## src/rm2q_pkg.sv

```systemverilog
// Shared types and constants for the rotation matrix to quaternion pipeline.
// Used by every module in src; no dependencies of its own.
package rm2q_pkg;

    localparam int FRAC_BITS_DEF = 16;
    localparam int ELEM_W        = 18;
    // Sum or difference of two matrix elements.
    localparam int NUM_W         = ELEM_W + 1;

    typedef enum logic [1:0] {
        BR_TRACE = 2'd0,
        BR_X     = 2'd1,
        BR_Y     = 2'd2,
        BR_Z     = 2'd3
    } branch_t;

    // Carried alongside the square root: branch, invalid flag and the three
    // off-diagonal numerators, in component order with the dominant one skipped.
    typedef struct packed {
        branch_t                   br;
        logic                      inv;
        logic [2:0][NUM_W-1:0]     num;
    } side_t;

endpackage

```

## src/rm2q_sqrt.sv

```systemverilog
// Pipelined integer square root, one root bit per stage, side data carried along.
// Depends on rm2q_pkg.
module rm2q_sqrt #(
    parameter int IN_W   = 35,
    parameter int ROOT_W = 18
) (
    input  logic                  clk,
    input  logic                  rst_n,
    input  logic                  in_valid,
    output logic                  in_ready,
    input  logic [IN_W-1:0]       rad,
    input  rm2q_pkg::side_t       side_in,
    output logic                  out_valid,
    input  logic                  out_ready,
    output logic [ROOT_W-1:0]     root,
    output rm2q_pkg::side_t       side_out
);

    localparam int TW = IN_W + 2;

    logic [IN_W-1:0]     rem_reg  [ROOT_W];
    logic [ROOT_W-1:0]   root_reg [ROOT_W];
    rm2q_pkg::side_t     side_reg [ROOT_W];
    logic [ROOT_W-1:0]   valid_reg;
    logic [ROOT_W-1:0]   load;

    genvar s;
    generate
        for (s = 0; s < ROOT_W; s++)
        begin : g_stage
            localparam int B = ROOT_W - 1 - s;

            logic [IN_W-1:0]    rem_prev;
            logic [ROOT_W-1:0]  root_prev;
            rm2q_pkg::side_t    side_prev;
            logic               valid_prev;
            logic [TW-1:0]      trial;
            logic               take;
            logic [IN_W-1:0]    rem_next;
            logic [ROOT_W-1:0]  root_next;

            if (s == 0)
            begin : g_first
                assign rem_prev   = rad;
                assign root_prev  = '0;
                assign side_prev  = side_in;
                assign valid_prev = in_valid;
            end
            else
            begin : g_rest
                assign rem_prev   = rem_reg[s-1];
                assign root_prev  = root_reg[s-1];
                assign side_prev  = side_reg[s-1];
                assign valid_prev = valid_reg[s-1];
            end

            if (s == ROOT_W - 1)
            begin : g_last_load
                assign load[s] = !valid_reg[s] || out_ready;
            end
            else
            begin : g_mid_load
                assign load[s] = !valid_reg[s] || load[s+1];
            end

            // Try setting this root bit: (root + 2^B)^2 - root^2 against the remainder.
            always_comb
            begin
                trial = (TW'(root_prev) << (B + 1)) | (TW'(1) << (2 * B));
                take  = TW'(rem_prev) >= trial;
                if (take)
                begin
                    rem_next  = IN_W'(TW'(rem_prev) - trial);
                    root_next = root_prev | (ROOT_W'(1) << B);
                end
                else
                begin
                    rem_next  = rem_prev;
                    root_next = root_prev;
                end
            end

            always_ff @(posedge clk or negedge rst_n)
            begin
                if (!rst_n)
                    valid_reg[s] <= 1'b0;
                else if (load[s])
                    valid_reg[s] <= valid_prev;
            end

            always_ff @(posedge clk)
            begin
                if (load[s] && valid_prev)
                begin
                    rem_reg[s]  <= rem_next;
                    root_reg[s] <= root_next;
                    side_reg[s] <= side_prev;
                end
            end
        end
    endgenerate

    assign in_ready  = load[0];
    assign out_valid = valid_reg[ROOT_W-1];
    assign root      = root_reg[ROOT_W-1];
    assign side_out  = side_reg[ROOT_W-1];

endmodule

```

## config.mk

```make
export PLATFORM = sky130hd
export DESIGN_NAME = rm2q_sqrt
export DESIGN_NICKNAME = d
export VERILOG_FILES = /design/src/rm2q_pkg.sv /design/src/rm2q_sqrt.sv
export SDC_FILE = /design/constraint.sdc
export NUM_CORES = 2
export LEC_CHECK = 0
export BUFFER_PORTS_ARGS = -buffer_cell sky130_fd_sc_hd__buf_2
export CELL_PAD_IN_SITES_DETAIL_PLACEMENT = 1
export CELL_PAD_IN_SITES_GLOBAL_PLACEMENT = 1
export CORE_MARGIN = 5
export CORE_UTILIZATION = 54
export DETAILED_ROUTE_END_ITERATION = 6
export PLACE_DENSITY_LB_ADDON = 0.05
export REMOVE_ABC_BUFFERS = 1
export SYNTH_ARGS = -nofsm -noshare
export SYNTH_HDL_FRONTEND = slang
export SYNTH_SLANG_ARGS = --single-unit
export TNS_END_PERCENT = 10
```

## constraint.sdc

```tcl
create_clock -name clk -period 10.85 [get_ports clk]
set_input_delay 1.6275 -clock clk [delete_from_list [all_inputs] [get_ports clk]]
set_output_delay 1.6275 -clock clk [all_outputs]
set_load 0.02 [all_outputs]
```

==> results.py <==
metrics = {
    "synthesis": {
        "ys_seq_elements": 1864,
        "netlist_top_cells_area": "edfxtp_1 (80%), ha_1 (3.3%), xor2_1 (1.5%)",
        "synthFlopType": "edfxtp_1",
        "ys_warn_count": 0,
        "synthesis.area_um2": 69200,
        "postSynthCellCount": 3905,
        "synth.largest_area_cell": "edfxtp_1",
        "synth.avg_cell_area_um2": 17.7,
        "yosys.cell_types.count": 81,
        "synthTopCellsByCount": "edfxtp_1 (1,846), inv_1 (240), nand2_1 (200)",
        "ys_seq_area_share_pct": 80.8,
        "synthArstFlopShare_pct": 0.966,
        "synth_edf_count": 1846,
        "synth_most_common_cell": "edfxtp_1",
        "synth_top_area_share_pct": 80.1,
    },
    "floorplanning": {
        "core_area_um2": 127000,
        "die_h_um": 368,
        "initial_core_util_pct": 54.3,
        "die_x_um": 368,
        "io_pins": 179,
        "die_area_um2": 135000,
        "rows": 131,
    },
    "placed_design": {
        "dpl.hpwl_um": 93800,
        "place_congestion": 0.858,
        "placed_area_um2": 72300,
        "io_buffers": 178,
        "dpl.cell_count": 5736,
    },
    "sta": {
        "tns_ns": 0,
        "fin_hold_ws_ns": 0.413,
        "hold_viol": 0,
        "max_freq_ghz": 0.196,
        "tightest_slew_ns": 1.14,
        "maxSlewHeadroom_pct": 23.9,
        "fin_skew_ns": 0.0397,
        "drv_slew": 0,
        "layout_worst_path_cycle_share_pct": 47.0,
        "rsz0062_at_grt": "no",
        "fin_crit_ns": 5.10,
        "finalSetupViolations": 0,
    },
    "final_layout": {
        "drive_above_1_share_pct": 11.9,
        "seq_area_um2": 55900,
        "syn2layout_area_growth_pct": 12.7,
        "utilization_pct": 61.2,
        "num-nets-final": 4540,
        "largest_reg_flops": 1080,
        "fin_cells": 6062,
        "fin_area_um2": 78000,
        "fillCellCount": 11275,
        "multi_input_area_um2": 12300,
    },
    "setup_path": {
        "worstSetupStartpointType": "input port",
        "worst_setup_path_end_kind": "primary output",
        "crit_path_max_fanout": 7,
        "critical_path_arrival_ns": 3.47,
        "critical_path_class": "in -> out",
        "crit_required_ns": 9.22,
    },
    "clock_tree": {
        "cts_tree": "done",
        "cts-htree-levels": 4,
        "hold_buffers": 0,
        "post_cts_buffers": 0,
        "cts-resized-gates": 0,
        "clk_pin_slew_ns": 0.06,
        "cts_buffer_depth": 3,
        "cts_made_buffers": 180,
        "clock_sinks": 1864,
        "clockRootBuffer": "clkbuf_16",
        "clkLatencyLatePin_ns": 0.80,
    },
    "route": {
        "drtIter0Drc": 1960,
        "dr.pass1.iters": 5,
        "wirelength_um": 127000,
        "via_per_inst": 5.42,
        "drc": 0,
        "wire_per_inst_um": 21.0,
        "routed-via-count": 32866,
        "ant_nets": 0,
    },
    "power_and_ir_drop": {
        "switchingPower_mw": 4.48,
        "cellInternalPower_mw": 13.5,
        "powerDensity_nw_per_um2": 230,
        "power_frac_clock_pct": 33.0,
        "swShare_pct": 24.9,
        "ir_drop_mv": 0.169,
        "pwr-share-comb_pct": 12.7,
        "power.leakage_nw": 28.1,
        "sequentialPowerShare_pct": 54.3,
    },
    "outcome": {
        "status": "complete, no violations",
    },
    "global_route": {
        "overflow": 0,
        "grt_pass1_wl_um": 203000,
        "grt_max_degree": 89,
        "grt_usage_pct": 19.4,
        "grt_pass1_vias": 35663,
        "antenna_found_initial": 2,
    },
    "min_path": {
        "hp-class": "reg -> reg",
    },
    "run": {
        "maxCapViolations": 0,
    },
}
==> layer usage <==
metal | part of all wire (%) | vias up | wire [um] | track usage (%)
li1 | - | 15694 | - | -
met1 | 38 | 16346 | 48800 | 22.4
met2 | 54 | 577 | 69200 | 35.8
met3 | 3.6 | 249 | 4640 | 3.35
met4 | 3.8 | 0 | 4820 | 7.74
met5 | 0 | - | 0 | 0
==> final cells by class <==
| type | count | share of cell area (%) |
|---|---|---|
| flip-flops and latches | 1864 | 71.6 |
| multi-input cells | 1759 | 15.8 |
| clock buffers | 225 | 6.05 |
| well taps | 1662 | 2.67 |
| repair buffers | 209 | 1.44 |
| clock inverters | 100 | 1.24 |
| inverters | 242 | 1.16 |
| diodes | 1 | 0.00321 |
==> power by group through the flow <==
stage	combinational, mW	clock, mW	sequential (mW)
after floorplan	1.59	0	9.84
after global placement	2.24	0	9.84
after detailed placement	2.31	0	9.90
after CTS	2.32	6.08	9.76
after global routing	2.55	6.49	9.83
final	2.29	5.92	9.73
==> critical path, cell delays in order <==
cell      delay, ns
buf_2          0.11
nand4b_1       0.23
inv_1          0.11
and3_1         0.27
and3_1         0.40
and3_1         0.32
nand3_1        0.18
buf_2          0.21
==> logic make-up (layout without fill, tap and decap cells) <==
group	Yosys count	in the layout	share of synthesized area [%]
adder cells (fa/ha/maj)	185	185	3.35
flip-flops	1864	1864	80.8
XOR/XNOR	222	222	2.81
multiplexers	30	30	0.472
AND/OR/NAND/NOR	815	815	6.33
buffers and inverters	282	776	1.59
other	1	2	0.00542
AO/OA/AOI/OAI	506	506	4.67
==> per-stage QoR <==
stage,total power [mW],setup slack (ns)
global route,18.9,5.62
floorplan,11.4,0.0747
detailed placement,12.2,5.76
CTS,18.2,5.75
global placement,12.1,5.81
finish,17.9,5.75
==> layout by cell type (no fill, tap or decap), drive strengths merged, types with 10 or more instances in the layout <==
master / n
a211oi: 13
a21boi: 16
a21o: 44
a21oi: 100
a31oi: 12
and2: 20
and3: 11
buf: 209
bufinv: 11
clkbuf: 225
clkinv: 83
dfrtp: 18
edfxtp: 1846
ha: 185
inv: 243
mux2: 21
nand2: 200
nand2b: 46
nand3: 38
nand4: 35
nand4b: 10
nor2: 130
nor2b: 25
nor3: 78
nor4: 90
nor4b: 25
o211ai: 13
o21a: 48
o21ai: 158
o21bai: 10
o31ai: 40
or2: 13
or3: 36
or4: 22
xnor2: 105
xor2: 117
==> path summary, 6_finish.rpt <==
path / from / endpoint / slack [ns] / depth (start not counted)
setup reg to reg: root_reg[15][9] / rem_reg[16][6] / 6.98 / 9
min in group asynchronous: rst_n / g_stage[14].valid_prev / 0.78 / 1
hold / removal: side_reg[11][40] / side_reg[12][40] / 0.41 / 0
hold reg to reg: side_reg[11][40] / side_reg[12][40] / 0.41 / 0
setup / recovery: out_ready / in_ready / 5.75 / 8
max in group asynchronous: rst_n / g_stage[10].valid_prev / 9.74 / 1
Power figures use the tool's default switching activity.
