<file path="config.mk">
export PLATFORM = sky130hd
export DESIGN_NAME = rm2q_div
export DESIGN_NICKNAME = d
export VERILOG_FILES = /design/src/rm2q_pkg.sv /design/src/rm2q_div.sv
export SDC_FILE = /design/constraint.sdc
export NUM_CORES = 2
export LEC_CHECK = 0
export ABC_AREA = 0
export CORE_MARGIN = 2
export CORE_UTILIZATION = 35
export DETAILED_ROUTE_END_ITERATION = 7
export DONT_BUFFER_PORTS = 1
export MAX_ROUTING_LAYER = met4
export PLACE_DENSITY = 0.56
export SKIP_LAST_GASP = 1
export SLEW_MARGIN = 20
export SYNTH_ARGS = -nofsm -noshare
export SYNTH_HDL_FRONTEND = slang
export SYNTH_SLANG_ARGS = --single-unit
</file>
<file path="constraint.sdc">
create_clock -name clk -period 10.95 [get_ports clk]
set_input_delay 1.6425 -clock clk [delete_from_list [all_inputs] [get_ports clk]]
set_output_delay 1.6425 -clock clk [all_outputs]
set_load 0.02 [all_outputs]
</file>
<file path="src/rm2q_pkg.sv">
// Shared types and constants for the rotation matrix to quaternion pipeline.
// Used by every module in src; no dependencies of its own.
package rm2q_pkg;

    localparam int FRAC_BITS_DEF = 16;
    localparam int ELEM_W        = 18;
    // Sum or difference of two matrix elements.
    localparam int NUM_W         = ELEM_W + 1;

    typedef enum logic [1:0] {
        BR_TRACE = 2'd0,
        BR_X     = 2'd1,
        BR_Y     = 2'd2,
        BR_Z     = 2'd3
    } branch_t;

    // Carried alongside the square root: branch, invalid flag and the three
    // off-diagonal numerators, in component order with the dominant one skipped.
    typedef struct packed {
        branch_t                   br;
        logic                      inv;
        logic [2:0][NUM_W-1:0]     num;
    } side_t;

endpackage

</file>
<file path="src/rm2q_div.sv">
// Three-lane pipelined restoring divider: |num| * 2^(FRAC_BITS-2) / h, one bit per stage.
// Depends on rm2q_pkg.
module rm2q_div #(
    parameter int FRAC_BITS = rm2q_pkg::FRAC_BITS_DEF,
    parameter int ROOT_W    = 18
) (
    input  logic                     clk,
    input  logic                     rst_n,
    input  logic                     in_valid,
    output logic                     in_ready,
    input  logic [ROOT_W-1:0]        h,
    input  rm2q_pkg::side_t          side,
    output logic                     out_valid,
    input  logic                     out_ready,
    output logic [ROOT_W-1:0]        h_out,
    output logic [2:0][FRAC_BITS:0]  quo,
    output logic [2:0]               sat,
    output logic [2:0]               neg,
    output rm2q_pkg::branch_t        br,
    output logic                     inv
);

    localparam int MAG_W = rm2q_pkg::NUM_W;
    localparam int DV_W  = MAG_W + FRAC_BITS - 2;
    localparam int NS    = FRAC_BITS + 2;
    localparam int C0_W  = ((MAG_W > ROOT_W + 3) ? MAG_W : ROOT_W + 3) + 1;
    localparam int CW    = ((DV_W > ROOT_W + FRAC_BITS) ? DV_W : ROOT_W + FRAC_BITS) + 1;

    logic [2:0][DV_W-1:0]      rem_reg [NS];
    logic [2:0][FRAC_BITS:0]   quo_reg [NS];
    logic [2:0]                sat_reg [NS];
    logic [2:0]                neg_reg [NS];
    logic [ROOT_W-1:0]         h_reg   [NS];
    rm2q_pkg::branch_t         br_reg  [NS];
    logic                      inv_reg [NS];
    logic [NS-1:0]             valid_reg;
    logic [NS-1:0]             load;

    genvar s;
    generate
        for (s = 0; s < NS; s++)
        begin : g_stage
            logic [2:0][DV_W-1:0]     rem_next;
            logic [2:0][FRAC_BITS:0]  quo_next;
            logic [2:0]               sat_next;
            logic [2:0]               neg_next;
            logic [ROOT_W-1:0]        h_next;
            rm2q_pkg::branch_t        br_next;
            logic                     inv_next;
            logic                     valid_prev;

            if (s == NS - 1)
            begin : g_last_load
                assign load[s] = !valid_reg[s] || out_ready;
            end
            else
            begin : g_mid_load
                assign load[s] = !valid_reg[s] || load[s+1];
            end

            if (s == 0)
            begin : g_first
                logic [MAG_W-1:0] mag [3];

                assign valid_prev = in_valid;

                // Split sign and magnitude; a quotient of 2^(FRAC_BITS+1) or more
                // (|num| >= 8h) is flagged here so the bit stages never overflow.
                always_comb
                begin
                    h_next   = h;
                    br_next  = side.br;
                    inv_next = side.inv;
                    for (int k = 0; k < 3; k++)
                    begin
                        neg_next[k] = side.num[k][MAG_W-1];
                        mag[k]      = neg_next[k] ? (MAG_W'(0) - side.num[k]) : side.num[k];
                        sat_next[k] = C0_W'(mag[k]) >= (C0_W'(h) << 3);
                        rem_next[k] = DV_W'(mag[k]) << (FRAC_BITS - 2);
                        quo_next[k] = '0;
                    end
                end
            end
            else
            begin : g_bit
                localparam int I = FRAC_BITS + 1 - s;

                logic [CW-1:0] dv;

                assign valid_prev = valid_reg[s-1];

                always_comb
                begin
                    h_next   = h_reg[s-1];
                    br_next  = br_reg[s-1];
                    inv_next = inv_reg[s-1];
                    sat_next = sat_reg[s-1];
                    neg_next = neg_reg[s-1];
                    dv       = CW'(h_reg[s-1]) << I;
                    for (int k = 0; k < 3; k++)
                    begin
                        if (CW'(rem_reg[s-1][k]) >= dv)
                        begin
                            rem_next[k] = DV_W'(CW'(rem_reg[s-1][k]) - dv);
                            quo_next[k] = quo_reg[s-1][k] | ((FRAC_BITS + 1)'(1) << I);
                        end
                        else
                        begin
                            rem_next[k] = rem_reg[s-1][k];
                            quo_next[k] = quo_reg[s-1][k];
                        end
                    end
                end
            end

            always_ff @(posedge clk or negedge rst_n)
            begin
                if (!rst_n)
                    valid_reg[s] <= 1'b0;
                else if (load[s])
                    valid_reg[s] <= valid_prev;
            end

            always_ff @(posedge clk)
            begin
                if (load[s] && valid_prev)
                begin
                    rem_reg[s] <= rem_next;
                    quo_reg[s] <= quo_next;
                    sat_reg[s] <= sat_next;
                    neg_reg[s] <= neg_next;
                    h_reg[s]   <= h_next;
                    br_reg[s]  <= br_next;
                    inv_reg[s] <= inv_next;
                end
            end
        end
    endgenerate

    assign in_ready  = load[0];
    assign out_valid = valid_reg[NS-1];
    assign h_out     = h_reg[NS-1];
    assign quo       = quo_reg[NS-1];
    assign sat       = sat_reg[NS-1];
    assign neg       = neg_reg[NS-1];
    assign br        = br_reg[NS-1];
    assign inv       = inv_reg[NS-1];

endmodule

</file>
==> impl_metrics.ini <==
[timing]
final_hold_viol_count = 0
period_needed_ns = 5.79
rsz0062_at_grt = no
setup_slack_ns = 5.16
finalCritPeriodShare_pct = 52.9
fmax_mhz = 173
skew_ns = 0.0657
relSlewSlack_pct = 28.9
tns_ns = 0
finalMaxSlewViolations = 0
worstMarginPinSlew_ns = 1.06
finalSetupViolCount = 0

[synthesis]
syn_area_um2 = 124000
synthArstFlopShare_pct = 0.816
ys_seq_area_share_pct = 53.2
synth-edff-count = 2187
postSynthAreaPerCell_um2 = 11.3
synth_cells = 10968
ys_seq_elements = 2205
synth.net_count = 12061
synth_warnings = 0
synth_top_flop_cell = edfxtp_1
synth_cell_types = 92

[drt]
route.detailed.drc = 0
vias = 83942
ant_nets = 0
drtPass1Iterations = 6
drt_iter0_markers = 5353
wirelength_um = 358000
avgRoutedWirePerCell_um = 22.4
via_per_inst = 5.24

[critical_path]
r2r_slack_ns = 6.60
critPathKind = input pin to primary output
r2r_cells = 11
cp-endpoint = in_ready
arrival_ns = 4.15
crit_chain = nor2b_1 -> nand3_1 -> nor2_1 -> nand2_1 -> nor4_1 -> nand3_1 -> inv_1 -> nand3_1
cp_max_fo = 6
cp_slowest_cell = nor4_1
cp.required_ns = 9.31
rr_endpoint = rem_reg[14][74]$_DFFE_PP_
path_delay_family = simple AND/OR/NAND/NOR gates
path_buf_inv = 1
rr_startpoint = h_reg[13][2]$_DFFE_PP_
crit_top_cell = nand3_1
endpoint_kind = primary output
critPathLaunchType = input pin
worst-path-stages = 8
startpoint = out_ready
slowest_delay_ns = 0.67

[final_layout]
largest_reg_flops = 1242
area_growth_pct = 11.3
layout_commonest_cell = edfxtp_1
drive_above_1_share_pct = 6.11
multiInputGateArea_um2 = 55400
seq_area_um2 = 66100
fillers = 33776
layout.nets = 12188
final_cell_mix = edfxtp_1, ha_1, a21oi_1
final_cell_count_no_fill = 16029

[floorplan]
dieHeight_um = 600
die_area_um2 = 360000
core_region_area_um2 = 353000
placementRows = 218
die_w_um = 600
start_util_pct = 35.2
ios = 162

[placed_design]
routabilityCongestion = 0.939
place_inst = 15583
hpwl_um = 289000
io_buffers = 0
place_ws_ns = 5.20

[run]
maxCapViolCount = 0

[global_route]
antenna_found_initial = 2
grt_max_degree = 128
met2_usage_pct = 36.1
grt_pass1_wl_um = 530000
first_global_vias = 83624
met3_usage_pct = 2.05
grt_usage_pct = 20.1
grt-ovfl-total = 0
use_met1_pct = 22.3
grt-busiest-layer = met2

[cts]
clock-sinks = 2205
cts_hold_buf = 0
cts.repair.resized = 0
clk_pin_slew_ns = 0.06
cts_max_level = 4
cts_buffers = 240
clockBufferDepth = 4
clk-insertion-delay-late_ns = 0.94
cts_tree = built
cts-root-buf = clkbuf_16
post_cts_buffers = 0

[status]
outcome = completed

[pwr]
p_leak_nw = 52.4
ir_worst_vdd_mv = 0.149
p_per_area_nw_per_um2 = 277

[worst_hold_path]
hold_path.class = input pin to asynchronous set/reset pin
==> worst min path at each step <==
stage	endpoint	depth (start not counted)	slack, ns
2_1_floorplan	br_reg[10][0]$_DFFE_PP_	0	0.40
3_3_place_gp	quo_reg[6][16]$_DFFE_PP_	0	0.40
3_5_place_dp	br_reg[11][0]$_DFFE_PP_	0	0.40
4_1_cts	g_stage[3].valid_prev$_DFFE_PN0P_	0	0.34
5_1_grt	g_stage[12].valid_prev$_DFFE_PN0P_	0	0.35
6_report	g_stage[3].valid_prev$_DFFE_PN0P_	0	0.41
==> logic make-up after synthesis <==
group                      synth area share (%)
xor gates and xnor gates                   7.08
muxes                                      1.54
buffers and inverters                      2.43
AOI/OAI and AO/OA                          13.3
and+or+nand+nor                            12.0
DFF                                        53.2
adders and majority gates                  10.5
==> per-stage QoR <==
stage / util (%) / hold slack, ns / instance area [um^2] / total power, mW
after CTS: 39.2 / 0.339 / 138000 / 38.7
after floorplan: - / 0.400 / 124000 / 25.5
final: 39.2 / 0.410 / 138000 / 38.3
after global placement: 36.9 / 0.400 / 130000 / 30.1
after global routing: 39.2 / 0.352 / 138000 / 40.9
after detailed placement: 36.9 / 0.405 / 130000 / 30.3
==> area by class of cell <==
class                           count  share of cell area, %
Sequential cell                  2205                   47.8
Timing Repair Buffer               76                  0.449
Inverter                          610                   1.66
Tap cell                         4730                   4.28
Clock inverter                    161                   1.27
Antenna cell                        5                0.00905
Clock buffer                      280                   4.50
Multi-Input combinational cell   7962                   40.0
==> worst register-to-register path: stages (launching register included) <==
cell and delay, ns:
edfxtp_1 0.39, inv_1 0.15, ha_1 0.30, nor2b_1 0.15
o21ai_0 0.35, a21oi_1 0.19, o311ai_0 0.77, nand2_1 0.28
a22oi_1 0.42, and3b_1 0.29, buf_4 0.35, mux2_2 0.42
==> synthesized netlist by cell type (112+ instances only) <==
master    number  share of area [%]
edfxtp_1    2187                 53
ha_1         963                9.7
a21oi_1      939                3.8
nor2_1       800                2.4
nand2_1      780                2.4
inv_1        600                1.8
o21ai_0      557                2.2
xnor2_1      525                3.7
xor2_1       480                3.4
a21o_1       309                1.9
nor3_1       262                1.1
nand2b_1     193               0.97
o21ai_1      182               0.73
nor2b_1      178               0.90
clkbuf_1     175               0.53
nand3_1      168               0.68
nand4_1      143               0.72
nor4_1       136               0.68
mux2_2       134                1.2
o21a_1       114               0.69
or3_1        112               0.56
==> report_power, final <==
part	switching (mW)	internal, mW	leakage, nW
logic	9.00	6.17	27.3
registers	1.94	13.0	21.3
clock network	3.42	4.77	3.84
==> metal layers <==
metal	vias to the layer above	part of all wire, %	wire [um]
li1	41079	-	-
met1	40463	40	142000
met2	1803	52	185000
met3	597	3.3	11700
met4	0	5.5	19800
met5	-	0	0
Note: power is estimated with default switching activity, not from simulation.
