$ cat src/rm2q_pkg.sv
// Shared types and constants for the rotation matrix to quaternion pipeline.
// Used by every module in src; no dependencies of its own.
package rm2q_pkg;

    localparam int FRAC_BITS_DEF = 16;
    localparam int ELEM_W        = 18;
    // Sum or difference of two matrix elements.
    localparam int NUM_W         = ELEM_W + 1;

    typedef enum logic [1:0] {
        BR_TRACE = 2'd0,
        BR_X     = 2'd1,
        BR_Y     = 2'd2,
        BR_Z     = 2'd3
    } branch_t;

    // Carried alongside the square root: branch, invalid flag and the three
    // off-diagonal numerators, in component order with the dominant one skipped.
    typedef struct packed {
        branch_t                   br;
        logic                      inv;
        logic [2:0][NUM_W-1:0]     num;
    } side_t;

endpackage

$ cat src/rm2q_prep.sv
// Front stage: trace, branch selection, radicand and numerators, one register.
// Depends on rm2q_pkg.
module rm2q_prep #(
    parameter int FRAC_BITS = rm2q_pkg::FRAC_BITS_DEF,
    parameter int RAD_W     = 22,
    parameter int SQ_IN_W   = 35
) (
    input  logic                               clk,
    input  logic                               rst_n,
    input  logic                               in_valid,
    output logic                               in_ready,
    input  logic signed [rm2q_pkg::ELEM_W-1:0] elem_00,
    input  logic signed [rm2q_pkg::ELEM_W-1:0] elem_01,
    input  logic signed [rm2q_pkg::ELEM_W-1:0] elem_02,
    input  logic signed [rm2q_pkg::ELEM_W-1:0] elem_10,
    input  logic signed [rm2q_pkg::ELEM_W-1:0] elem_11,
    input  logic signed [rm2q_pkg::ELEM_W-1:0] elem_12,
    input  logic signed [rm2q_pkg::ELEM_W-1:0] elem_20,
    input  logic signed [rm2q_pkg::ELEM_W-1:0] elem_21,
    input  logic signed [rm2q_pkg::ELEM_W-1:0] elem_22,
    output logic                               out_valid,
    input  logic                               out_ready,
    output logic [SQ_IN_W-1:0]                 rad_sh,
    output rm2q_pkg::side_t                    side
);

    localparam int NW = rm2q_pkg::NUM_W;
    localparam logic signed [RAD_W-1:0] ONE = {{(RAD_W-1){1'b0}}, 1'b1} << FRAC_BITS;

    logic                        valid_reg;
    logic                        load;
    logic [SQ_IN_W-1:0]          rad_sh_reg;
    logic [SQ_IN_W-1:0]          rad_sh_next;
    rm2q_pkg::side_t             side_reg;
    rm2q_pkg::side_t             side_next;

    logic signed [RAD_W-1:0]     r00;
    logic signed [RAD_W-1:0]     r11;
    logic signed [RAD_W-1:0]     r22;
    logic signed [RAD_W-1:0]     trace;
    logic signed [RAD_W-1:0]     rad;
    logic signed [NW-1:0]        d21_12;
    logic signed [NW-1:0]        d02_20;
    logic signed [NW-1:0]        d10_01;
    logic signed [NW-1:0]        s01_10;
    logic signed [NW-1:0]        s02_20;
    logic signed [NW-1:0]        s12_21;

    assign load     = !valid_reg || out_ready;
    assign in_ready = load;

    always_comb
    begin
        r00    = RAD_W'(elem_00);
        r11    = RAD_W'(elem_11);
        r22    = RAD_W'(elem_22);
        trace  = r00 + r11 + r22;
        d21_12 = NW'(elem_21) - NW'(elem_12);
        d02_20 = NW'(elem_02) - NW'(elem_20);
        d10_01 = NW'(elem_10) - NW'(elem_01);
        s01_10 = NW'(elem_01) + NW'(elem_10);
        s02_20 = NW'(elem_02) + NW'(elem_20);
        s12_21 = NW'(elem_12) + NW'(elem_21);

        priority if (trace > 0)
        begin
            side_next.br = rm2q_pkg::BR_TRACE;
            rad          = ONE + trace;
            side_next.num = {d10_01, d02_20, d21_12};
        end
        else if (r00 > r11 && r00 > r22)
        begin
            side_next.br = rm2q_pkg::BR_X;
            rad          = ONE + r00 - r11 - r22;
            side_next.num = {s02_20, s01_10, d21_12};
        end
        else if (r11 > r22)
        begin
            side_next.br = rm2q_pkg::BR_Y;
            rad          = ONE + r11 - r00 - r22;
            side_next.num = {s12_21, s01_10, d02_20};
        end
        else
        begin
            side_next.br = rm2q_pkg::BR_Z;
            rad          = ONE + r22 - r00 - r11;
            side_next.num = {s12_21, s02_20, d10_01};
        end

        side_next.inv = !(rad > 0);
        if (side_next.inv)
            rad_sh_next = '0;
        else
            rad_sh_next = SQ_IN_W'(rad[RAD_W-2:0]) << (FRAC_BITS - 2);
    end

    always_ff @(posedge clk or negedge rst_n)
    begin
        if (!rst_n)
            valid_reg <= 1'b0;
        else if (load)
            valid_reg <= in_valid;
    end

    always_ff @(posedge clk)
    begin
        if (load && in_valid)
        begin
            rad_sh_reg <= rad_sh_next;
            side_reg   <= side_next;
        end
    end

    assign out_valid = valid_reg;
    assign rad_sh    = rad_sh_reg;
    assign side      = side_reg;

endmodule

$ cat config.mk
export PLATFORM = sky130hd
export DESIGN_NAME = rm2q_prep
export DESIGN_NICKNAME = d
export VERILOG_FILES = /design/src/rm2q_pkg.sv /design/src/rm2q_prep.sv
export SDC_FILE = /design/constraint.sdc
export NUM_CORES = 1
export LEC_CHECK = 0
export ABC_AREA = 1
export CAP_MARGIN = 20
export CORE_AREA = 2 2 218 220
export DETAILED_ROUTE_END_ITERATION = 8
export DIE_AREA = 0 0 220 222
export DONT_BUFFER_PORTS = 1
export SYNTH_ARGS = -nofsm -noshare
export SYNTH_HDL_FRONTEND = slang
export SYNTH_SLANG_ARGS = --single-unit
export TNS_END_PERCENT = 20
$ cat constraint.sdc
create_clock -name clk -period 6.03 [get_ports clk]
set_input_delay 1.206 -clock clk [delete_from_list [all_inputs] [get_ports clk]]
set_output_delay 1.206 -clock clk [all_outputs]
set_load 0.02 [all_outputs]
==> results.txt, run 1 <==
The placed wire-length estimate is 57.3 mm. The number of hold buffers added after CTS was 0. The final hold violation count is 0. After floorplanning, the core was sized to cover 46300 sq um. The worst hold path belongs to the class in -> async. The peak ir drop on the vdd network is 0.174 mV. The number of placed instances, taps included came out at 3173. The final net count is 3161. The count of antenna-violating nets left after detailed routing came out at 0. The relative slew slack is 28.2%. The die outline height is 222 um.

The total count of max-transition violations in the final report is 0. The layout has 4907 filler cells. The slew at the pin with the worst max-slew slack came out at 1080 ps. The count of input and output buffers is 0. The biggest area contributor in the post-synthesis netlist is sky130_fd_sc_hd__ha_1. The clock period could shrink to 5520 ps. The required time reported for the critical path endpoint came out at 6190 ps. The number of buffers inserted to repair setup after CTS is 0. The synthesized instance count came out at 2606. The pin count of the biggest net entering global routing is 82.

The fraction of registers with async set or reset after synthesis came out at 1.22%. The longest clock path from root to sink contains 2 buffers. Among all flip-flop cells after synthesis, the most frequent one is sky130_fd_sc_hd__edfxtp_1. The count of state elements after synthesis is 82. The full die area came out at 48800 sq um. The detailed route wirelength on metal3 is 5.17 mm. STA classifies the critical path endpoint as a flop. The first detailed-routing pass ran for 5 iterations. TritonCTS built the clock tree. The placer's final routability congestion estimate is 1.03.

The largest fanout of any net on the critical path came out at 59. The number of remaining DRC errors is 0. The share of the yosys chip area belonging to registers came out at 13.3%. The design draws 0.00501 W. The uppermost metal layer occupied by signal nets is met4. The worst setup path is of the in -> reg kind. The leakage power is 10.0 nW.

Once the floorplan was initialized, standard cells occupied 39.8% of the core. sky130_fd_sc_hd__nand2_1 is the most common cell in the netlist. The flip-flop count of the largest register, all copies and words added is 60. The first global-routing pass estimated 98.6 mm of wire. The number of core rows came out at 79.

The clock insertion delay at the later pin of the skew report came out at 360 ps. In this run the clock root is driven by a sky130_fd_sc_hd__clkbuf_16. In this run the power density over the cells is 260 nW/um^2.

The area growth from synthesis to layout is 4.71%. The post-route setup TNS is 0 ps. Setup repair after global routing left no endpoint under its margin. The routed length per placed instance is 20.6 um.

The max-capacitance violation count is 0. The mean area per synthesized cell is 7.06 sq um. In the final routing, the length of wire on met1 measures 32.1 mm. Cells with a size suffix above 1 make up 3.25% of the layout. The achievable clock frequency came out at 181 MHz. The total overflow reported by the global router is 0. In this run, the number of DRC markers left after iteration 0 of detailed routing was 1735. The worst clock skew on the final layout is 12.0 ps.

The arrival time at the worst endpoint is 5670 ps. The number of levels in the clock H-tree came out at 3. Clock-pin slew was measured on the worst setup and hold paths at 70 ps. The final standard cell count with taps included and fillers excluded came out at 3189. The proportion of netlist area held by the largest area contributor is 22.6%.

Ranked by total cell area, the synthesized netlist is headed by sky130_fd_sc_hd__ha_1 23%, sky130_fd_sc_hd__edfxtp_1 13%, sky130_fd_sc_hd__nand2_1 11%. The run finished with clean final reports. Detailed routing inserted a total of 17278 vias. The final antenna diode count is 0.

The met2 wire length came out at 27.1 mm. STA classifies the critical path startpoint as an input port. The total wire length after detailed routing came out at 65.6 mm. The count of cells resized by post-cts repair is 0. The die extent in x is 220 um. The number of enable-type register cells in the synthesized netlist is 81. The number of buffers created by CTS is 9.

The count of different cell masters after synthesis is 58. Clock tree synthesis found a total of 82 sinks. After synthesis, the most frequently instantiated cells are 539 x sky130_fd_sc_hd__nand2_1, 422 x sky130_fd_sc_hd__inv_1, 332 x sky130_fd_sc_hd__ha_1, 212 x sky130_fd_sc_hd__nor2_1, 193 x sky130_fd_sc_hd__a21oi_1. Using the TritonRoute via totals, the vias-per-cell ratio works out to 5.42.

The setup-violating endpoint count in the final report is 0. The number of antenna violations at the first check in global routing came out at 0. The Yosys step of the flow raised 0 warnings. The total routing usage reported by global routing is 26.4%. For this design the top-level I/O count stands at 263. The number of global-route vias before repair came out at 16476. After synthesis the cells add up to 18400 sq um. Of the available clock period, the critical path in the final layout requires 91.5%.
==> where the power goes <==
part	internal (W)	switching [W]
Sequential	0.000845	0.000223
Clock	0.000295	0.000274
Combinational	0.00108	0.00230
==> final timing paths <==
| kind | from | endpoint | slack (ps) | cells after the start |
|---|---|---|---|---|
| setup / recovery | elem_00[11] | side[7] | 510 | 28 |
| hold / removal | rst_n | out_valid | 540 | 0 |
| setup reg to reg | out_valid | side[38] | 4110 | 2 |
| hold reg to reg | out_valid | out_valid | 870 | 2 |
| max in group asynchronous | rst_n | out_valid | 5420 | 0 |
| min in group clk | out_valid | out_valid | 870 | 2 |
==> final cells by class <==
cell class                      instances  area [sq um]  area share, %
Clock buffer                            9           225           1.17
Clock inverter                          7          76.3          0.396
Inverter                              431          1630           8.43
Multi-Input combinational cell       2037         14000           72.6
Sequential cell                        82          2460           12.7
Tap cell                              607           759           3.94
Timing Repair Buffer                   16           133          0.688
==> through the flow <==
step | instance area [sq um] | utilization [%] | hold slack, ps | setup slack (ps)
5_1_grt | 19300 | 41.7 | 525 | 7.15
3_3_place_gp | 19000 | 41.0 | 854 | 316
6_report | 19300 | 41.7 | 540 | 513
4_1_cts | 19300 | 41.7 | 526 | 602
3_5_place_dp | 19000 | 41.0 | 880 | 230
2_1_floorplan | 18500 | - | 768 | 316
==> per-layer routing <==
layer / global-route usage (%) / vias to the layer above
met4: 5.78 / 0
met3: 4.06 / 65
li1: - / 8343
met2: 38.3 / 703
met5: 0 / -
met1: 40.6 / 8167
==> worst max-delay path: stages <==
cell                       delay, ps
sky130_fd_sc_hd__inv_1            80
sky130_fd_sc_hd__fa_1            630
sky130_fd_sc_hd__inv_1           140
sky130_fd_sc_hd__ha_1            390
sky130_fd_sc_hd__nand2_1         100
sky130_fd_sc_hd__nor2_1          130
sky130_fd_sc_hd__inv_1            80
sky130_fd_sc_hd__nor3_2          150
sky130_fd_sc_hd__nand2_1         120
sky130_fd_sc_hd__nand3_1         110
sky130_fd_sc_hd__a21oi_1          80
sky130_fd_sc_hd__xor2_1          250
sky130_fd_sc_hd__ha_1            200
sky130_fd_sc_hd__nand4_1          90
sky130_fd_sc_hd__nor2_1          120
sky130_fd_sc_hd__nand3_1          70
sky130_fd_sc_hd__nor2_1           90
sky130_fd_sc_hd__nand2_1          60
sky130_fd_sc_hd__nor2_1           80
sky130_fd_sc_hd__nand3_1          90
sky130_fd_sc_hd__nor2_2          170
sky130_fd_sc_hd__nand2_4         170
sky130_fd_sc_hd__nand2_4         240
sky130_fd_sc_hd__buf_12          270
sky130_fd_sc_hd__nand2_1         100
sky130_fd_sc_hd__inv_1           210
sky130_fd_sc_hd__nand2_1          70
sky130_fd_sc_hd__o311ai_0        110
==> kinds of logic after synthesis <==
kind of cell	count (synthesis)	synth area share, %
AND/OR/NAND/NOR	1034	24.1
other	1	0.0204
adder cells (fa/ha/maj)	418	31.9
buffers and inverters	501	11.0
AO/OA/AOI/OAI	447	13.8
flip-flops	82	13.3
XOR/XNOR	123	5.85
==> cells in the final DEF, fill, tap and decap left out, types with 18 or more instances in the layout <==
cell type / Yosys / layout
sky130_fd_sc_hd__fa_1: 86 / 86
sky130_fd_sc_hd__xor2_1: 113 / 113
sky130_fd_sc_hd__nand3b_1: 18 / 18
sky130_fd_sc_hd__nor2_1: 212 / 212
sky130_fd_sc_hd__nand4_1: 27 / 27
sky130_fd_sc_hd__o21ai_0: 123 / 123
sky130_fd_sc_hd__nand3_1: 152 / 152
sky130_fd_sc_hd__a21oi_1: 193 / 191
sky130_fd_sc_hd__ha_1: 332 / 332
sky130_fd_sc_hd__edfxtp_1: 81 / 81
sky130_fd_sc_hd__nand2_1: 539 / 539
sky130_fd_sc_hd__inv_1: 422 / 422
sky130_fd_sc_hd__nor3_1: 33 / 33
Note: power is estimated with default switching activity, not from simulation.
==> inputs of run 2 (changes only) <==
--- a/config.mk
+++ b/config.mk
@@ -11,6 +11,7 @@
 export DETAILED_ROUTE_END_ITERATION = 8
 export DIE_AREA = 0 0 220 222
 export DONT_BUFFER_PORTS = 1
+export MAX_ROUTING_LAYER = met4
 export SYNTH_ARGS = -nofsm -noshare
 export SYNTH_HDL_FRONTEND = slang
 export SYNTH_SLANG_ARGS = --single-unit
==> results.txt, run 2 (synthesis gave the netlist of run 1 again) <==
The flow ran to the end, and the final reports show no timing, DRC or antenna violations. The clock insertion delay at the later pin of the skew report came out at 370 ps. The kind of start point of the critical path is an input port. The die covers 48800 sq um.

The max-capacitance violation count came out at 0. The total wire length after detailed routing came out at 67.1 mm. The post-route setup TNS came out at 0 ps. The placer's final routability congestion estimate came out at 1.02. The worst clock skew on the final layout came out at 14.0 ps. The placed wire-length estimate came out at 58.4 mm. The utilization of the core after routing came out at 41.7%. Compared with the post-synthesis result, the final layout area differs by 4.89%. In the layout the commonest cells are 539 x sky130_fd_sc_hd__nand2_1, 422 x sky130_fd_sc_hd__inv_1, 332 x sky130_fd_sc_hd__ha_1, 212 x sky130_fd_sc_hd__nor2_1, 191 x sky130_fd_sc_hd__a21oi_1. Leaving out fill and tap cells, the most frequent cell in the layout is sky130_fd_sc_hd__nand2_1. The wire length of the first global-routing pass is 99.6 mm. The detailed-route via count is 17200. The relative slew slack came out at 26.1%.

The core outline area is 46300 sq um. After clock tree synthesis, the setup repair step added 0 buffers. The die extent in x came out at 220 um.

The count of antenna-violating nets left after detailed routing is 0. The detailed-routing iteration count for the pre-antenna-repair pass came out at 6. The initial DRC count is 1901. The number of antenna violations at the first check in global routing is 2. The clock tree from TritonCTS is built. The arrival time at the worst endpoint is 5780 ps. In this run, post-CTS repair resized a total of 0 instances. The clock passes through at most 2 buffers. The number of clock sinks seen by CTS is 82. The peak ir drop on the vdd network came out at 0.145 mV. The post-layout instance area is 19300 sq um.

The clock transition at the registers of the reported paths came out at 70 ps. The cell at the slowest stage of the critical path is sky130_fd_sc_hd__fa_1. The required time reported for the critical path endpoint came out at 6200 ps. For the finished layout, the period the worst path requires is 5600 ps. Setup repair after global routing left no endpoint under its margin. The number of filler instances in the final layout is 4950. Dividing the detail-routed wire length by the instance count gives 21.0 um. The slew at the pin with the worst max-slew slack is 1110 ps. The total count of max-transition violations in the final report came to 0. The number of levels in the clock H-tree came out at 3. Using the TritonRoute via totals, the vias-per-cell ratio works out to 5.39. The final net count is 3159. The total overflow reported by the global router came out at 0.

The count of boundary I/O pins came out at 263. The final setup slack of the worst path came out at 427 ps. The placement-stage worst setup slack is 186 ps. The pin count of the biggest net entering global routing is 82. In this run the core area contains 79 standard-cell rows. The leakage power came out at 10.0 nW. The number of remaining DRC errors came out at 0. The worst setup path is captured at a flop.

The largest fanout of any net on the critical path came out at 22. The final critical path takes up 92.9% of the cycle. The number of global-route vias before repair is 16295. The initial standard-cell utilization of the core came out at 39.8%. The smallest hold slack is 542 ps. The number of hold buffers added after CTS is 0.

The classification of the worst-slack hold path is in -> async. Summing all placed instances gives a cell area of 18900 sq um. The flip-flop count of the largest register, all copies and words added came out at 60. The achievable clock frequency came out at 178 MHz.

Cells with a size suffix above 1 make up 3.18% of the layout. The number of buffers created by CTS came out at 9. The maximum cell stage delay along the critical path came out at 600 ps. Setup violations remaining at the end of the flow were counted as 0.

The die is 222 um tall. For this run, the total global-route usage over all layers was measured as 27.8%. By startpoint and endpoint, the worst setup path is classified as in -> reg. In this run the clock root is driven by a sky130_fd_sc_hd__clkbuf_16. The total power per unit cell area is 267 nW/um^2. The count of input and output buffers is 0. The final hold violation count is 0.
==> run 2: changes by cell type in the layout (fill, tap and decap cells not counted) <==
cell	change
sky130_fd_sc_hd__bufinv_16	+3
sky130_fd_sc_hd__clkinv_4	-2
sky130_fd_sc_hd__buf_4	-1
sky130_fd_sc_hd__diode_2	+2
sky130_fd_sc_hd__inv_6	+2
sky130_fd_sc_hd__inv_8	-3
sky130_fd_sc_hd__buf_12	-1
==> run 2: area by class of cell <==
type | instances | area [sq um] | share of cell area (%)
Inverter | 431 | 1630 | 8.42
Multi-Input combinational cell | 2037 | 14000 | 72.5
Clock inverter | 7 | 133 | 0.687
Clock buffer | 9 | 225 | 1.17
Sequential cell | 82 | 2460 | 12.7
Tap cell | 607 | 759 | 3.93
Antenna cell | 2 | 5.00 | 0.0259
Timing Repair Buffer | 14 | 105 | 0.544
==> run 2: worst paths after layout <==
check	start	to	slack, ps	cells after the start
hold reg to reg	out_valid	out_valid	870	2
hold / removal	rst_n	out_valid	540	0
setup reg to reg	out_valid	side[20]	4080	2
max in group asynchronous	rst_n	out_valid	5420	0
min in group clk	out_valid	out_valid	870	2
setup / recovery	elem_00[11]	side[13]	430	25
==> run 2: metal layers <==
| layer | GRT usage, % | wire length [um] | up-vias |
|---|---|---|---|
| li1 | - | - | 8348 |
| met1 | 40.0 | 31700 | 8078 |
| met2 | 38.8 | 27500 | 706 |
| met3 | 6.78 | 6490 | 68 |
| met4 | 6.24 | 1370 | 0 |
| met5 | - | 0 | - |
==> run 2: through the flow <==
stage | total power [W] | instances
after floorplan | 0.00335 | 2620
after global placement | 0.00439 | 3171
after detailed placement | 0.00439 | 3171
after CTS | 0.00508 | 3187
after global routing | 0.00554 | 3189
final | 0.00516 | 3189
==> run 2: worst max-delay path, delay by kind of cell <==
family	cells	cell delay, ps
buffers and inverters	5	840
XOR/XNOR	1	290
AO/OA/AOI/OAI	4	750
adder cells (fa/ha/maj)	3	1180
AND/OR/NAND/NOR	12	1490
==> run 2: power breakdown <==
part	switching, W	leakage [nW]	internal [W]
clock	0.000267	0.174	0.000413
combinational	0.00234	9.07	0.00107
sequential	0.000222	0.790	0.000845
==> inputs of run 3 (changes only) <==
--- a/config.mk
+++ b/config.mk
@@ -5,11 +5,9 @@
 export SDC_FILE = /design/constraint.sdc
 export NUM_CORES = 1
 export LEC_CHECK = 0
-export ABC_AREA = 1
-export CAP_MARGIN = 20
-export CORE_AREA = 2 2 218 220
+export CORE_AREA = 2 2 210 212
 export DETAILED_ROUTE_END_ITERATION = 8
-export DIE_AREA = 0 0 220 222
+export DIE_AREA = 0 0 212 214
 export DONT_BUFFER_PORTS = 1
 export MAX_ROUTING_LAYER = met4
 export SYNTH_ARGS = -nofsm -noshare
==> results.txt, run 3 <==
The flow ran to the end, and the final reports show no timing, DRC or antenna violations. The count of input and output buffers came out at 0. The share of the yosys chip area belonging to registers is 14.4%. The setup-violating endpoint count in the final report is 0.

Setup repair after global routing left no endpoint under its margin. The clock transition at the registers of the reported paths is 80 ps. After layout, the minimum clock period comes to 5560 ps. The total power per unit cell area is 247 nW/um^2.

The count of different cell masters after synthesis is 80. The via-per-instance ratio is 5.42. After detailed routing, the total wire length is 53.6 mm. The slew at the pin with the worst max-slew slack is 905 ps.

The number of global-route vias before repair came to 14037. The flip-flop count of the largest register, all copies and words added came out at 60. STA classifies the critical path startpoint as an input port. The final hold violation count came out at 0.

After detailed routing, the average wire length per cell comes to 20.6 um. The die extent in x is 212 um. The tree is rooted in a sky130_fd_sc_hd__clkbuf_16. The relative slew slack is 38.9%. The total count of max-transition violations in the final report came out at 0. The clock reaches the later pin of the worst-skew pair after 360 ps. The final antenna diode count is 0. The signed area change from the synthesized netlist to the final layout came out at 6.52%. Counting flops and latches in the post-synthesis netlist gives 82. The relative contribution of combinational cells to total power came out at 63.8%. The achievable clock frequency is 180 MHz. Hold timing on the final database bottoms out at a slack of 531 ps. After layout, the worst path uses 92.2% of the clock period. Leaving out fill and tap cells, the most frequent cell in the layout is sky130_fd_sc_hd__ha_1.

The post-layout instance area came out at 18200 sq um. Net switching is 49.4% of the power. The pin count of the biggest net entering global routing came out at 59. Leaving out fill and tap cells, the most frequent cells in the layout are 332 x sky130_fd_sc_hd__ha_1, 254 x sky130_fd_sc_hd__inv_1, 172 x sky130_fd_sc_hd__nor2_1, 148 x sky130_fd_sc_hd__a21oi_1, 113 x sky130_fd_sc_hd__o21ai_0. TritonCTS built the clock tree. The total overflow reported by the global router is 0.

Data arrives at the worst endpoint at 5790 ps. The count of boundary I/O pins came out at 263. The worst clock skew on the final layout came out at 10.5 ps. For this design, the sink count on the clock tree is 82. The startpoint of the most critical setup path is elem_11[0].

After synthesis, the cell types taking the most area are sky130_fd_sc_hd__ha_1 24%, sky130_fd_sc_hd__edfxtp_1 14%, sky130_fd_sc_hd__fa_1 10%. The peak ir drop on the vdd network came out at 0.139 mV. The classification of the worst-slack hold path is in -> async. The number of antenna violations at the first check in global routing came to 0. The power spent charging and discharging nets came out at 0.00222 W. The final net count came out at 2598. Max-cap violations in this run came to 0. For the worst flop-to-flop path, the logic depth is 3.

The number of levels in the clock H-tree is 3. The maximum count of clock buffers along a single path is 2. In this run the register-to-register setup slack is 3660 ps. The fraction of power consumed by sequential logic came out at 23.2%. The number of core rows is 76. For this run, the total global-route usage over all layers was measured as 24.0%. The internal power came out at 0.00227 W. The number of remaining DRC errors is 0. The end of the worst register-to-register path is side[7]. The detailed-routing iteration count for the pre-antenna-repair pass came out at 5. The wire length of the first global-routing pass is 81.3 mm. For this run, asynchronously set or reset flops after synthesis account for 1.22%. After technology mapping, the gate count stands at 2022.

In this run the critical register-to-register path is launched from out_valid. The initial standard-cell utilization of the core is 39.8%. The most used flip-flop cell after synthesis is sky130_fd_sc_hd__edfxtp_1. For this run, the share of the core covered by cells in the final layout is 42.4%. The share of power burned in the clock network is 12.9%. The number of enable-type register cells in the synthesized netlist is 81. The count of antenna-violating nets left after detailed routing is 0.

The core outline area is 42900 sq um. The commonest cells after synthesis are 332 x sky130_fd_sc_hd__ha_1, 254 x sky130_fd_sc_hd__inv_1, 172 x sky130_fd_sc_hd__nor2_1, 150 x sky130_fd_sc_hd__a21oi_1, 113 x sky130_fd_sc_hd__o21ai_0. The number of hold buffers added after CTS is 0. The floorplan step defined a die boundary enclosing 45400 sq um. The placement-stage cell area is 17900 sq um.

The leakage power came out at 8.38 nW. The die outline height came out at 214 um. The critical path is of the in -> reg type.

The placer's final routability congestion estimate came out at 0.960. The ratio of cells with drive above 1 in the final layout is 4.26%. The netlist area before placement is 17100 sq um. The largest fanout of any net on the critical path came out at 21. The number of buffers created by CTS came out at 9. For the worst setup path, the data required time is 6260 ps.

The endpoint kind of the worst setup timing path is a flop. The placed wire-length estimate is 45.8 mm. The most used standard cell by instance count after synthesis is sky130_fd_sc_hd__ha_1.

Each instance of the synthesized netlist takes up on average 8.43 sq um. The synthesized design spends more area on one cell type than any other, namely sky130_fd_sc_hd__ha_1. The Yosys step of the flow raised 0 warnings.

The initial DRC count is 1044. Summed over its instances, the top area cell type makes up 24.4% of the synthesized netlist area. The detailed-route via count is 14107.
run 3: logic make-up after synthesis:
| kind of cell | share of synthesized area (%) |
|---|---|
| flip-flops | 14.4 |
| other | 0.0220 |
| buffers and inverters | 7.59 |
| adder cells (fa/ha/maj) | 34.5 |
| multiplexers | 3.32 |
| XOR/XNOR | 7.19 |
| AO/OA/AOI/OAI | 18.6 |
| AND/OR/NAND/NOR | 14.4 |
run 3: how the worst max path moves through the flow:
stage                          end  cells past startpoint
after global routing       side[9]                     22
after global placement    side[21]                     21
after detailed placement   side[6]                     22
after floorplan           side[20]                     23
final                     side[57]                     21
after CTS                  side[6]                     22
run 3: worst max-delay path: stages:
cell and delay, ps:
sky130_fd_sc_hd__inv_1 90, sky130_fd_sc_hd__fa_1 430, sky130_fd_sc_hd__inv_1 80, sky130_fd_sc_hd__ha_1 190
sky130_fd_sc_hd__inv_1 80, sky130_fd_sc_hd__fa_1 470, sky130_fd_sc_hd__o21a_1 190, sky130_fd_sc_hd__o21ai_0 350
sky130_fd_sc_hd__a221o_1 300, sky130_fd_sc_hd__o21ai_1 130, sky130_fd_sc_hd__a21oi_2 250, sky130_fd_sc_hd__a211oi_1 140
sky130_fd_sc_hd__o21ai_0 250, sky130_fd_sc_hd__ha_1 180, sky130_fd_sc_hd__o211ai_1 110, sky130_fd_sc_hd__or3_1 400
sky130_fd_sc_hd__o21ai_4 210, sky130_fd_sc_hd__buf_4 290, sky130_fd_sc_hd__mux2i_1 240, sky130_fd_sc_hd__nand4_1 110
sky130_fd_sc_hd__nand2_1 100
run 3: metal layers:
layer  vias up  wire [um]  GRT usage [%]
met5         -          0              -
met4         0       1360           6.55
met3        53       4390           5.01
met2       407      24800           38.8
met1      6716      23100           30.2
li1       6931          -              -
run 3: layout make-up:
class | count | area, sq um
Multi-Input combinational cell | 1630 | 13400
Sequential cell | 82 | 2460
Clock buffer | 9 | 225
Inverter | 255 | 957
Clock inverter | 7 | 78.8
Timing Repair Buffer | 36 | 320
Tap cell | 585 | 732
Fill cell | 4315 | 24700
run 3: timing repair:
item / CTS / global route
gates resized for setup: 0 / 1
buffers inserted: 0 / 0
endpoints found under the setup margin: 0 / 10
run 3: metrics by stage:
step                setup WS, ps  instances  total power, W  TNS, ps
floorplan                    383       2036         0.00305        0
global placement             108       2588         0.00385        0
detailed placement         -35.2       2588         0.00388     -326
CTS                          338       2604         0.00447        0
global route                44.2       2604         0.00484        0
finish                       468       2604         0.00449        0
run 3: power by group through the flow:
| stage | Combinational, W | Clock [W] | Sequential, W |
|---|---|---|---|
| floorplan | 0.00206 | 0 | 0.000991 |
| global placement | 0.00279 | 0 | 0.00106 |
| detailed placement | 0.00282 | 0 | 0.00106 |
| CTS | 0.00284 | 0.000591 | 0.00104 |
| global route | 0.00318 | 0.000612 | 0.00105 |
| finish | 0.00286 | 0.000580 | 0.00104 |
